### config.mk
export PLATFORM = sky130hd
export DESIGN_NAME = sha1_hash_engine
export DESIGN_NICKNAME = d
export VERILOG_FILES = /design/src/hdl/sha1_pkg.sv /design/src/hdl/sha1_datapath.sv /design/src/hdl/sha1_ctrl.sv /design/src/hdl/sha1_hash_engine.sv
export SDC_FILE = /design/constraint.sdc
export NUM_CORES = 2
export LEC_CHECK = 0
export ABC_AREA = 1
export BUFFER_PORTS_ARGS = -buffer_cell sky130_fd_sc_hd__buf_2
export CAP_MARGIN = 20
export CORE_UTILIZATION = 60
export CTS_CLUSTER_SIZE = 8
export DETAILED_ROUTE_END_ITERATION = 7
export HOLD_SLACK_MARGIN = 0.03
export MAX_ROUTING_LAYER = met4
export PLACE_DENSITY = 0.86
export SETUP_SLACK_MARGIN = 0.3
export SLEW_MARGIN = 20
export SYNTH_ARGS = -nofsm -noshare
export SYNTH_HDL_FRONTEND = slang
export SYNTH_SLANG_ARGS = --single-unit
### constraint.sdc
create_clock -name clk -period 14.5 [get_ports clk]
set_clock_uncertainty 0.15 [all_clocks]
set_input_delay 0.725 -clock clk [delete_from_list [all_inputs] [get_ports clk]]
set_output_delay 0.725 -clock clk [all_outputs]
set_load 0.005 [all_outputs]
### src/hdl/sha1_pkg.sv
// Shared types and constants of the SHA-1 hash engine.
// Used by sha1_ctrl, sha1_datapath and sha1_hash_engine; no dependencies.
`timescale 1ns / 1ps
`default_nettype none
package sha1_pkg;

	localparam int unsigned WordW  = 32;
	localparam int unsigned Rounds = 80;

	localparam logic [WordW-1:0] K_CH   = 32'h5a827999;
	localparam logic [WordW-1:0] K_PAR1 = 32'h6ed9eba1;
	localparam logic [WordW-1:0] K_MAJ  = 32'h8f1bbcdc;
	localparam logic [WordW-1:0] K_PAR2 = 32'hca62c1d6;

	localparam logic [WordW-1:0] IV [5] = '{
		32'h67452301, 32'hEFCDAB89, 32'h98BADCFE, 32'h10325476, 32'hC3D2E1F0
	};

	localparam logic [7:0]       PAD_BYTE  = 8'h80;
	localparam logic [WordW-1:0] PAD_WHOLE = {PAD_BYTE, 24'h0};

	// source of the word written into the schedule
	typedef enum logic [2:0] {
		SEL_INPUT,
		SEL_PAD,
		SEL_ZERO,
		SEL_LEN_HI,
		SEL_LEN_LO
	} word_sel_t;

	// round function group, one per twenty rounds
	typedef enum logic [1:0] {
		GRP_CH,
		GRP_PAR1,
		GRP_MAJ,
		GRP_PAR2
	} round_grp_t;

	typedef struct packed {
		logic       put;
		word_sel_t  sel;
		logic       round;
		round_grp_t grp;
		logic       upd;
		logic       reload;
		logic [2:0] out_idx;
	} cmd_t;

	typedef struct packed {
		logic pos_14;
		logic pos_15;
		logic in_full;
	} status_t;

	function automatic logic [WordW-1:0] round_k(input round_grp_t g);
		logic [WordW-1:0] k;
		case (g)
			GRP_CH:   k = K_CH;
			GRP_PAR1: k = K_PAR1;
			GRP_MAJ:  k = K_MAJ;
			GRP_PAR2: k = K_PAR2;
			default:  k = K_CH;
		endcase
		return k;
	endfunction

endpackage
`default_nettype wire

### src/hdl/sha1_datapath.sv
// SHA-1 datapath: rolling schedule, working variables, chaining words, bit count.
// Driven by sha1_ctrl through sha1_pkg::cmd_t; uses sha1_pkg.
`timescale 1ns / 1ps
`default_nettype none
module sha1_datapath (
	input  wire logic                          clk,
	input  wire logic                          arst_n,
	input  wire sha1_pkg::cmd_t                cmd,
	input  wire logic [sha1_pkg::WordW-1:0]    in_word,
	input  wire logic [2:0]                    in_bytes,
	input  wire logic                          in_last,
	output      sha1_pkg::status_t             stat,
	output      logic [sha1_pkg::WordW-1:0]    digest
);

	logic [sha1_pkg::WordW-1:0] w_q [16];
	logic [sha1_pkg::WordW-1:0] h_q [5];
	logic [sha1_pkg::WordW-1:0] a_q, b_q, c_q, d_q, e_q;
	logic [3:0]                 pos_q;
	logic [63:0]                bitlen_q;

	logic [2:0]                 nbytes;
	logic [sha1_pkg::WordW-1:0] in_val;
	logic [sha1_pkg::WordW-1:0] put_val;
	logic [sha1_pkg::WordW-1:0] f_val;
	logic [sha1_pkg::WordW-1:0] t_val;
	logic [sha1_pkg::WordW-1:0] w_new;

	// a non-last word or an oversized count is a full word
	assign nbytes = (!in_last || in_bytes > 3'd4) ? 3'd4 : in_bytes;

	always_comb begin
		case (nbytes)
			3'd0:    in_val = sha1_pkg::PAD_WHOLE;
			3'd1:    in_val = {in_word[31:24], sha1_pkg::PAD_BYTE, 16'h0};
			3'd2:    in_val = {in_word[31:16], sha1_pkg::PAD_BYTE, 8'h0};
			3'd3:    in_val = {in_word[31:8], sha1_pkg::PAD_BYTE};
			default: in_val = in_word;
		endcase
	end

	always_comb begin
		case (cmd.sel)
			sha1_pkg::SEL_INPUT:  put_val = in_val;
			sha1_pkg::SEL_PAD:    put_val = sha1_pkg::PAD_WHOLE;
			sha1_pkg::SEL_LEN_HI: put_val = bitlen_q[63:32];
			sha1_pkg::SEL_LEN_LO: put_val = bitlen_q[31:0];
			default:              put_val = '0;
		endcase
	end

	always_comb begin
		case (cmd.grp)
			sha1_pkg::GRP_CH:  f_val = (b_q & c_q) | (~b_q & d_q);
			sha1_pkg::GRP_MAJ: f_val = (b_q & c_q) | (b_q & d_q) | (c_q & d_q);
			default:           f_val = b_q ^ c_q ^ d_q;
		endcase
	end

	assign t_val = {a_q[26:0], a_q[31:27]} + f_val + e_q + sha1_pkg::round_k(cmd.grp) + w_q[0];

	// w_q[i] holds W[t+i]; the new tap is W[t+16]
	logic [sha1_pkg::WordW-1:0] w_mix;
	assign w_mix = w_q[13] ^ w_q[8] ^ w_q[2] ^ w_q[0];
	assign w_new = {w_mix[30:0], w_mix[31]};

	// schedule and working variables: payload, no reset
	always_ff @(posedge clk) begin
		if (cmd.put || cmd.round) begin
			for (int i = 0; i < 15; i++) begin
				w_q[i] <= w_q[i+1];
			end
			w_q[15] <= cmd.put ? put_val : w_new;
		end
		if (cmd.put && pos_q == 4'd15) begin
			a_q <= h_q[0];
			b_q <= h_q[1];
			c_q <= h_q[2];
			d_q <= h_q[3];
			e_q <= h_q[4];
		end else if (cmd.round) begin
			a_q <= t_val;
			b_q <= a_q;
			c_q <= {b_q[1:0], b_q[31:2]};
			d_q <= c_q;
			e_q <= d_q;
		end
	end

	always_ff @(posedge clk or negedge arst_n) begin
		if (!arst_n) begin
			pos_q    <= '0;
			bitlen_q <= '0;
			for (int i = 0; i < 5; i++) begin
				h_q[i] <= sha1_pkg::IV[i];
			end
		end else begin
			if (cmd.put) begin
				pos_q <= pos_q + 4'd1;
			end
			if (cmd.put && cmd.sel == sha1_pkg::SEL_INPUT) begin
				bitlen_q <= bitlen_q + {58'h0, nbytes, 3'b000};
			end
			if (cmd.upd) begin
				h_q[0] <= h_q[0] + a_q;
				h_q[1] <= h_q[1] + b_q;
				h_q[2] <= h_q[2] + c_q;
				h_q[3] <= h_q[3] + d_q;
				h_q[4] <= h_q[4] + e_q;
			end
			if (cmd.reload) begin
				bitlen_q <= '0;
				pos_q    <= '0;
				for (int i = 0; i < 5; i++) begin
					h_q[i] <= sha1_pkg::IV[i];
				end
			end
		end
	end

	always_comb begin
		case (cmd.out_idx)
			3'd0:    digest = h_q[0];
			3'd1:    digest = h_q[1];
			3'd2:    digest = h_q[2];
			3'd3:    digest = h_q[3];
			3'd4:    digest = h_q[4];
			default: digest = '0;
		endcase
	end

	assign stat.pos_14  = (pos_q == 4'd14);
	assign stat.pos_15  = (pos_q == 4'd15);
	assign stat.in_full = (nbytes == 3'd4);

endmodule
`default_nettype wire

### src/hdl/sha1_ctrl.sv
// SHA-1 controller: sequences word intake, padding, rounds, update and digest output.
// Drives sha1_datapath through sha1_pkg::cmd_t; uses sha1_pkg.
`timescale 1ns / 1ps
`default_nettype none
module sha1_ctrl (
	input  wire logic              clk,
	input  wire logic              arst_n,
	input  wire logic              in_valid,
	input  wire logic              in_last,
	output      logic              in_ready,
	output      logic              out_valid,
	output      logic              out_last,
	input  wire logic              out_ready,
	input  wire sha1_pkg::status_t stat,
	output      sha1_pkg::cmd_t    cmd
);

	typedef enum logic [2:0] {
		ST_IDLE,
		ST_PAD,
		ST_ROUND,
		ST_UPD,
		ST_OUT
	} state_t;

	state_t     state_q;
	logic [6:0] rnd_q;
	logic [2:0] idx_q;
	logic       padding_q;
	logic       pad_pend_q;
	logic       len_phase_q;
	logic       done_q;

	logic       in_fire;
	logic       out_fire;
	sha1_pkg::word_sel_t pad_sel;

	assign in_ready  = (state_q == ST_IDLE);
	assign out_valid = (state_q == ST_OUT);
	assign out_last  = out_valid && (idx_q == 3'd4);
	assign in_fire   = in_valid && in_ready;
	assign out_fire  = out_valid && out_ready;

	always_comb begin
		if (pad_pend_q) begin
			pad_sel = sha1_pkg::SEL_PAD;
		end else if (len_phase_q) begin
			pad_sel = sha1_pkg::SEL_LEN_LO;
		end else if (stat.pos_14) begin
			pad_sel = sha1_pkg::SEL_LEN_HI;
		end else begin
			pad_sel = sha1_pkg::SEL_ZERO;
		end
	end

	always_comb begin
		cmd.put     = in_fire || (state_q == ST_PAD);
		cmd.sel     = (state_q == ST_PAD) ? pad_sel : sha1_pkg::SEL_INPUT;
		cmd.round   = (state_q == ST_ROUND);
		cmd.upd     = (state_q == ST_UPD);
		cmd.reload  = out_fire && (idx_q == 3'd4);
		cmd.out_idx = idx_q;
		if (rnd_q < 7'd20) begin
			cmd.grp = sha1_pkg::GRP_CH;
		end else if (rnd_q < 7'd40) begin
			cmd.grp = sha1_pkg::GRP_PAR1;
		end else if (rnd_q < 7'd60) begin
			cmd.grp = sha1_pkg::GRP_MAJ;
		end else begin
			cmd.grp = sha1_pkg::GRP_PAR2;
		end
	end

	always_ff @(posedge clk or negedge arst_n) begin
		if (!arst_n) begin
			state_q     <= ST_IDLE;
			rnd_q       <= '0;
			idx_q       <= '0;
			padding_q   <= 1'b0;
			pad_pend_q  <= 1'b0;
			len_phase_q <= 1'b0;
			done_q      <= 1'b0;
		end else begin
			case (state_q)
				ST_IDLE: begin
					if (in_fire) begin
						if (in_last) begin
							padding_q  <= 1'b1;
							pad_pend_q <= stat.in_full;
						end
						if (stat.pos_15) begin
							state_q <= ST_ROUND;
						end else if (in_last) begin
							state_q <= ST_PAD;
						end
					end
				end
				ST_PAD: begin
					case (pad_sel)
						sha1_pkg::SEL_PAD:    pad_pend_q  <= 1'b0;
						sha1_pkg::SEL_LEN_HI: len_phase_q <= 1'b1;
						sha1_pkg::SEL_LEN_LO: done_q      <= 1'b1;
						default: ;
					endcase
					if (stat.pos_15) begin
						state_q <= ST_ROUND;
					end
				end
				ST_ROUND: begin
					if (rnd_q == 7'(sha1_pkg::Rounds - 1)) begin
						rnd_q   <= '0;
						state_q <= ST_UPD;
					end else begin
						rnd_q <= rnd_q + 7'd1;
					end
				end
				ST_UPD: begin
					if (done_q) begin
						idx_q   <= '0;
						state_q <= ST_OUT;
					end else if (padding_q) begin
						state_q <= ST_PAD;
					end else begin
						state_q <= ST_IDLE;
					end
				end
				ST_OUT: begin
					if (out_fire) begin
						if (idx_q == 3'd4) begin
							idx_q       <= '0;
							padding_q   <= 1'b0;
							len_phase_q <= 1'b0;
							done_q      <= 1'b0;
							state_q     <= ST_IDLE;
						end else begin
							idx_q <= idx_q + 3'd1;
						end
					end
				end
				default: state_q <= ST_IDLE;
			endcase
		end
	end

endmodule
`default_nettype wire

### src/hdl/sha1_hash_engine.sv
// SHA-1 hash engine top level: stream ports, controller and datapath.
// Instantiates sha1_ctrl and sha1_datapath; uses sha1_pkg.
//
// Channel   Dir  Transaction    Payload
// s_axis    in   message word   s_tdata[31:0] message_word, [34:32] valid_bytes; s_tlast
// m_axis    out  digest word    m_tdata[31:0] digest_word; m_tlast digest_last
//
// A message word is taken while the engine is idle. Every sixteenth schedule word
// starts the 80 rounds of a 64-byte block and then one chaining update; a single
// round unit serves every round, and input is held off meanwhile.
// A last word is followed by its padding words (up to 17, with a second block if
// needed) and then five digest transactions. Reset loads the initial chaining values.
// Input is held off from a last word until the fifth digest word is taken; a
// stalled digest word holds.
`timescale 1ns / 1ps
`default_nettype none
module sha1_hash_engine (
	input  wire logic        clk,
	input  wire logic        arst_n,
	input  wire logic        s_tvalid,
	output      logic        s_tready,
	input  wire logic [39:0] s_tdata,   // [31:0] message_word, [34:32] valid_bytes, rest zero
	input  wire logic        s_tlast,   // last_word
	output      logic        m_tvalid,
	input  wire logic        m_tready,
	output      logic [31:0] m_tdata,   // [31:0] digest_word
	output      logic        m_tlast    // digest_last
);

	sha1_pkg::cmd_t    cmd;
	sha1_pkg::status_t stat;

	// sequence intake, padding and rounds; hold the digest while the sink stalls
	sha1_ctrl u_ctrl (
		.clk       (clk),
		.arst_n    (arst_n),
		.in_valid  (s_tvalid),
		.in_last   (s_tlast),
		.in_ready  (s_tready),
		.out_valid (m_tvalid),
		.out_last  (m_tlast),
		.out_ready (m_tready),
		.stat      (stat),
		.cmd       (cmd)
	);

	// schedule window, round logic and chaining words
	sha1_datapath u_dp (
		.clk      (clk),
		.arst_n   (arst_n),
		.cmd      (cmd),
		.in_word  (s_tdata[31:0]),
		.in_bytes (s_tdata[34:32]),
		.in_last  (s_tlast),
		.stat     (stat),
		.digest   (m_tdata)
	);

	// intake and digest output never overlap
	assert property (@(posedge clk) disable iff (!arst_n) !(s_tready && m_tvalid))
		else $error("intake open while digest is shown");

	// after the fifth digest word the engine is ready for a new message
	assert property (@(posedge clk) disable iff (!arst_n)
		(m_tvalid && m_tready && m_tlast) |=> s_tready)
		else $error("engine not idle after digest");

	// a last word always leads into padding or rounds
	assert property (@(posedge clk) disable iff (!arst_n)
		(s_tvalid && s_tready && s_tlast) |=> !s_tready)
		else $error("intake open right after last word");

	// a non-last word never produces a digest in the next cycle
	assert property (@(posedge clk) disable iff (!arst_n)
		(s_tvalid && s_tready && !s_tlast) |=> !m_tvalid)
		else $error("digest after non-last word");

endmodule
`default_nettype wire
After elaboration in Yosys (flattened, before gate mapping)
Memory sizes are Yosys's and may differ from the RTL's.
Index checks and enable logic that the tools add are counted.
{ "classes": {"add_sub_neg": 13, "order_cmp": 4, "n_eq_ne": 35, "muxes": 60, "n_bitwise": 13, "reduce_logical": 29} }
{ "ops": {"columns": ["operator", "count"], "rows": [
  ["one-hot mux 32 bit (4 select lines)", 3],
  ["2-to-1 mux 32 bit", 11],
  ["2-to-1 mux 160 bit", 2],
  ["adder 32 bit", 9],
  ["one-hot mux 32 bit (5 select lines)", 1],
  ["XOR 32 bit", 5],
  ["AND 32 bit", 4],
  ["2-to-1 mux 64 bit", 2],
  ["OR 32 bit", 3],
  ["adder 64 x 6 -> 64 bit", 1],
  ["one-hot mux 32 bit (2 select lines)", 1],
  ["2-to-1 mux 3 bit", 15],
  ["NOT 32 bit", 1],
  ["== test 3 x 2 -> 1 bit (second input constant)", 8],
  ["inequality test 2 bit (second input constant)", 9],
  ["nonzero test 2 bit", 8],
  ["== test 3 x 1 -> 1 bit (second input constant)", 5],
  ["== test 3 bit (second input constant)", 5],
  ["one-hot mux 3 bit (5 select lines)", 1],
  ["less-than comparator 7 x 6 -> 1 bit (second input constant)", 2],
  ["2-to-1 mux 1 bit", 14],
  ["logical NOT 3 bit", 4],
  ["AND reduction 4 bit", 3],
  ["== test 4 bit (second input constant)", 2],
  ["other kinds (22)", 35]
]} }
{ "word_totals": {"ff_bits": 405, "ramBits": 512, "n_memories": 1} }
{ "mem_list": {"columns": ["memory", "depth", "width", "read_ports", "rd_clocked_by_memory_dff", "write_ports", "line", "source"], "rows": [
  ["u_dp.w_q", 16, 32, 16, 0, 16, "sha1_datapath.sv:16", "logic [sha1_pkg::WordW-1:0] w_q [16];"]
]} }

Longest topological paths before layout
{ "depth": {"word_depth": 12, "mapped_depth": 31} }

Cells and area by module
From an unflattened synthesis, not the netlist that was laid out.
{ "hier_totals": {"hier_cells": 6431, "hier_area_um2": 54526.0} }
{ "modules_own_cells": {"columns": ["mod", "instances", "cells_per_inst", "area_per_inst_um2"], "rows": [
  ["sha1_datapath", 1, 6296, 53501.3],
  ["sha1_ctrl", 1, 135, 1024.7]
]} }

Worst setup path after synthesis
Ideal clock, no wire load.
{ "synth_path": {"path_type": "input port to flip-flop", "start": "input s_tvalid", "end": "memory u_dp.w_q[0][0] (netlist bit) (enable)", "setup_ps": 3681, "arrival_time_ps": 9263, "required_ps": 10669, "slack_ps": 1407, "path_stages": 4, "n_path_buf": 0, "path_cell_list": "nand2_4 -> inv_4 -> nor2_8 -> nand2_1"} }
{ "synth_rtl": {"columns": ["item", "line", "source"], "rows": [
  ["start, declared", "sha1_hash_engine.sv:20", "input wire logic s_tvalid,"],
  ["end, declared", "sha1_datapath.sv:16", null]
]} }

Worst setup path in the final report
{ "layout_path": {"start": "register u_ctrl.rnd_q[3]", "end": "register u_dp.a_q[31] (netlist bit) (data pin)"} }
{ "layout_via": {"elab_chain_cells": 12, "elab_cells_between_ends": 18, "classes_between": "4 x add/sub; 3 x order compare; 3 x eq/ne; 7 x mux; 1 x reduce/logical"} }
{ "layout_rtl": {"columns": ["item", "line", "source"], "rows": [
  ["start, declared", "sha1_ctrl.sv:27", "logic [6:0] rnd_q;"],
  ["start signal, assigned", "sha1_ctrl.sv:114", "rnd_q <= rnd_q + 7'd1;"],
  ["less-than comparator 7 x 6 -> 1 bit", "sha1_ctrl.sv:67", "end else if (rnd_q < 7'd60) begin"],
  ["2-to-1 mux 1 bit", "sha1_ctrl.sv:67", null],
  ["2-to-1 mux 2 bit", "sha1_ctrl.sv:65", "end else if (rnd_q < 7'd40) begin"],
  ["2-to-1 mux 2 bit *", "sha1_ctrl.sv:63", "if (rnd_q < 7'd20) begin"],
  ["== test 2 bit / logical NOT 2 bit (equally long branches)", "sha1_pkg.sv:57, sha1_datapath.sv:53", null],
  ["one-hot mux 32 bit (2 select lines)", "sha1_datapath.sv:53", "case (cmd.grp)"],
  ["adder 32 bit (2 in a row)", "sha1_datapath.sv:60", "assign t_val = {a_q[26:0], a_q[31:27]} + f_val + e_q + sha1_pkg::round_k(cmd.grp) + w_q[0];"],
  ["adder 32 bit * (2 in a row)", "sha1_datapath.sv:60", null],
  ["2-to-1 mux 32 bit *", "sha1_datapath.sv:81", "end else if (cmd.round) begin"],
  ["2-to-1 mux 32 bit *", "sha1_datapath.sv:75", "if (cmd.put && pos_q == 4'd15) begin"],
  ["end signal, assigned", "sha1_datapath.sv:76", "a_q <= h_q[0];"],
  ["end signal, assigned", "sha1_datapath.sv:82", "a_q <= t_val;"],
  ["end, declared", "sha1_datapath.sv:18", "logic [sha1_pkg::WordW-1:0] a_q, b_q, c_q, d_q, e_q;"]
]} }
Every way passes the cells marked *; elsewhere a longest branch is shown, timed or not. The select of a mux whose other input is x is not followed.
A chain may end at the register's enable or synchronous reset.

==> flow_summary_export.csv <==
group,metric,value,unit
outcome,status,"finished clean",
flow_run,cap_viol_max_count,0,
global_route,grt-ovfl-total,0,
clock_tree,cts_max_level,4,
synthesis,synthArstFlopShare,0.265,
routing,first_pass_iters,8,
placed_design,place_congestion,1.11,
placed_design,place_area,54500,um^2
die,io_pins,80,
worst_setup_path,critPathCaptureType,"flop",
timing,min_period,7.54,ns
worst_setup_path,worstPathRequired,14.87,ns
global_route,busiest_layer,"met2",
hold_path,holdCritStartpoint,"s_tvalid",
synthesis,synth_area,53000,um^2
global_route,met1_usage,0.544,
hold_path,min_to,"u_dp.bitlen_q[5]",
clock_tree,clock_latency,0.76,ns
timing,hold_viol_final,0,
worst_setup_path,critPathMaxFanout,32,
clock_tree,clk_pin_slew,0.06,ns
clock_tree,cts_buffers,133,
routing,vias_per_cell,6.09,
synthesis,synth_edf_count,672,
timing,slew_violations,0,
placed_design,port_buffers,74,
global_route,grt_max_degree,174,
global_route,grt_pass1_vias,42812,
synthesis,yosysTopAreaCell,"edfxtp_1",
die,dieWidth,299,um
worst_setup_path,ff2ff_path_depth,25,
routing,routed_wl,184,mm
cells_and_area,design_area,58400,um^2
routing,drtIter0Drc,6096,
routing,ant_nets,0,
timing,timing.fmax,133,MHz
synthesis,syn_nets,6374,
die,die_h,299,um
timing,max_slew.worst_pin.slew,1.20,ns
synthesis,synth_area_leaders,"edfxtp_1, nand2_1, dfrtp_1, inv_1, ha_1",
timing,tns,0,ns
clock_tree,cts_root_buf,"clkbuf_16",
cells_and_area,fin_nets,6499,
clock_tree,cts_tree,"built",
hold_path,hold_path.class,"primary input to flop",
synthesis,synth_common_cells,"nand2_1, inv_1, edfxtp_1",
synthesis,syn_avg_cell_area,8.84,um^2
routing,drc_errors,0,
worst_setup_path,r2r-end,"u_dp.a_q[31]",
worst_setup_path,cp.arrival,7.91,ns
placed_design,dpl.hpwl,137,mm
worst_setup_path,cp-start-kind,"flop",
synthesis,syn_inst,5996,
global_route,grtUsageMet2,0.635,
timing,final-setup-viol-count,0,
global_route,grt_pass1_wl,270,mm
global_route,antenna_found_initial,5,
worst_setup_path,reg2reg_from,"u_ctrl.rnd_q[3]",
hold_path,hold_depth,3,
cells_and_area,syn2layout_area_growth,10.2,%
synthesis,synthDistinctLibCells,56,
synthesis,ys.flop_type,"edfxtp_1",
timing,grt_setup_unrepaired,"no",
synthesis,ys_seq_area_frac,0.497,
die,rows,108,
cells_and_area,drive_above_1_share,0.0626,
global_route,grtUsageMet3,0.0957,
worst_setup_path,reg2reg_slack,6.96,ns
clock_tree,cts.sinks,914,
routing,drt-wirelength-per-cell,25.0,um
synthesis,synth_warnings,0,
global_route,grtUsageTotal,0.426,
die,dieArea,89500,um^2
clock_tree,cts.path.max_buffers,3,
clock_tree,ctsHoldBuffers,1,
die,start_util,0.608,
synthesis,synth_top_cell_area_share,0.381,
clock_tree,post-cts-setup-buffers,0,
clock_tree,cts_resized,0,
routing,num_vias,44889,
timing,max-slew-margin-rel,0.198,
worst_setup_path,path_class,"flop to flop",
cells_and_area,nFillCells,6860,
timing,layout_setup_ws,6.96,ns
die,coreArea,87200,um^2
timing,min_period_over_period,0.520,
synthesis,synth_most_common_cell,"nand2_1",
synthesis,synth-seq-cells,914,
placed_design,place_ws,7.38,ns
[cells by family after synthesis]
logic type,share of synthesized area
xor gates and xnor gates,0.0269
adders and majority gates,0.0965
AOI/OAI and AO/OA,0.0963
DFF,0.497
muxes,0.000378
buffers and inverters,0.0760
and+or+nand+nor,0.207
[cell type report]
class / instances / area (um^2) / share of cell area
flip-flops and latches: 914 / 26300 / 0.451
multi-input cells: 4054 / 22600 / 0.388
clock buffers: 213 / 3670 / 0.0628
inverters: 912 / 3430 / 0.0587
well taps: 1155 / 1450 / 0.0247
repair buffers: 106 / 639 / 0.0109
clock inverters: 12 / 233 / 0.00398
diodes: 2 / 5.00 / 0.0000857
[worst max-delay path, cell delays in order, from the launching register on]
cell     delay (ns)
dfrtp_1        0.44
or2_2          0.31
a21oi_1        0.39
nand2_1        0.39
inv_1          0.24
ha_2           0.81
a22oi_1        0.21
nand2_1        0.10
o21ai_0        0.28
fa_1           0.61
inv_1          0.06
fa_1           0.52
inv_1          0.06
fa_1           0.51
inv_1          0.05
ha_1           0.39
nand2_1        0.09
inv_1          0.06
nand2_1        0.14
inv_1          0.08
a21oi_1        0.29
nand2_1        0.22
a21oi_1        0.55
nand3_1        0.14
nand3_1        0.12
nand2_1        0.06
[registers in the layout (all words and copies together), names as in the netlist, 3 cells and up]
signal          cells
u_ctrl.idx_q        3
u_ctrl.rnd_q        7
u_ctrl.state_q      3
u_dp.a_q           32
u_dp.b_q           32
u_dp.bitlen_q      61
u_dp.c_q           32
u_dp.d_q           32
u_dp.e_q           32
u_dp.h_q          160
u_dp.pos_q          4
u_dp.w_q          512
[per-stage QoR]
step                      instances  hold WS [ns]   util
after CTS                      7366         0.217  0.670
after global routing           7367         0.248  0.670
after floorplan                5996         0.250      -
after global placement         7140         0.251  0.625
final                          7368         0.257  0.670
after detailed placement       7140         0.255  0.625
[placed cells by master (no fill, tap or decap), types with 78 or more instances in the layout]
master	instances
xnor2_1	111
edfxtp_1	672
dfrtp_1	162
fa_1	126
clkbuf_16	134
inv_1	899
a21oi_1	267
dfstp_2	80
o21ai_0	387
nand4_1	78
nand2_1	1674
nand3_1	314
nor2_1	402
ha_1	206
[per-layer routing]
layer / up-vias / share of wire / routed length [um]
met2: 2877 / 0.44 / 81400
met1: 21251 / 0.38 / 69600
met5: - / 0 / 0
met4: 0 / 0.064 / 11900
li1: 20108 / - / -
met3: 653 / 0.12 / 21600
[worst max-delay path by stage]
stage / start / end / slack (ns) / cells after the start
after floorplan: s_tvalid / u_dp.w_q[0][0] / 1.41 / 4
after global placement: u_ctrl.rnd_q[3] / u_dp.a_q[31] / 7.44 / 23
after detailed placement: u_ctrl.rnd_q[3] / u_dp.a_q[31] / 7.38 / 23
after CTS: u_ctrl.rnd_q[3] / u_dp.a_q[31] / 7.23 / 25
after global routing: u_ctrl.rnd_q[3] / u_dp.a_q[31] / 6.91 / 25
final: u_ctrl.rnd_q[3] / u_dp.a_q[31] / 6.96 / 25
Power is not shown: default switching activity piles up to over one toggle a cycle in this logic, so the estimate is an artifact.
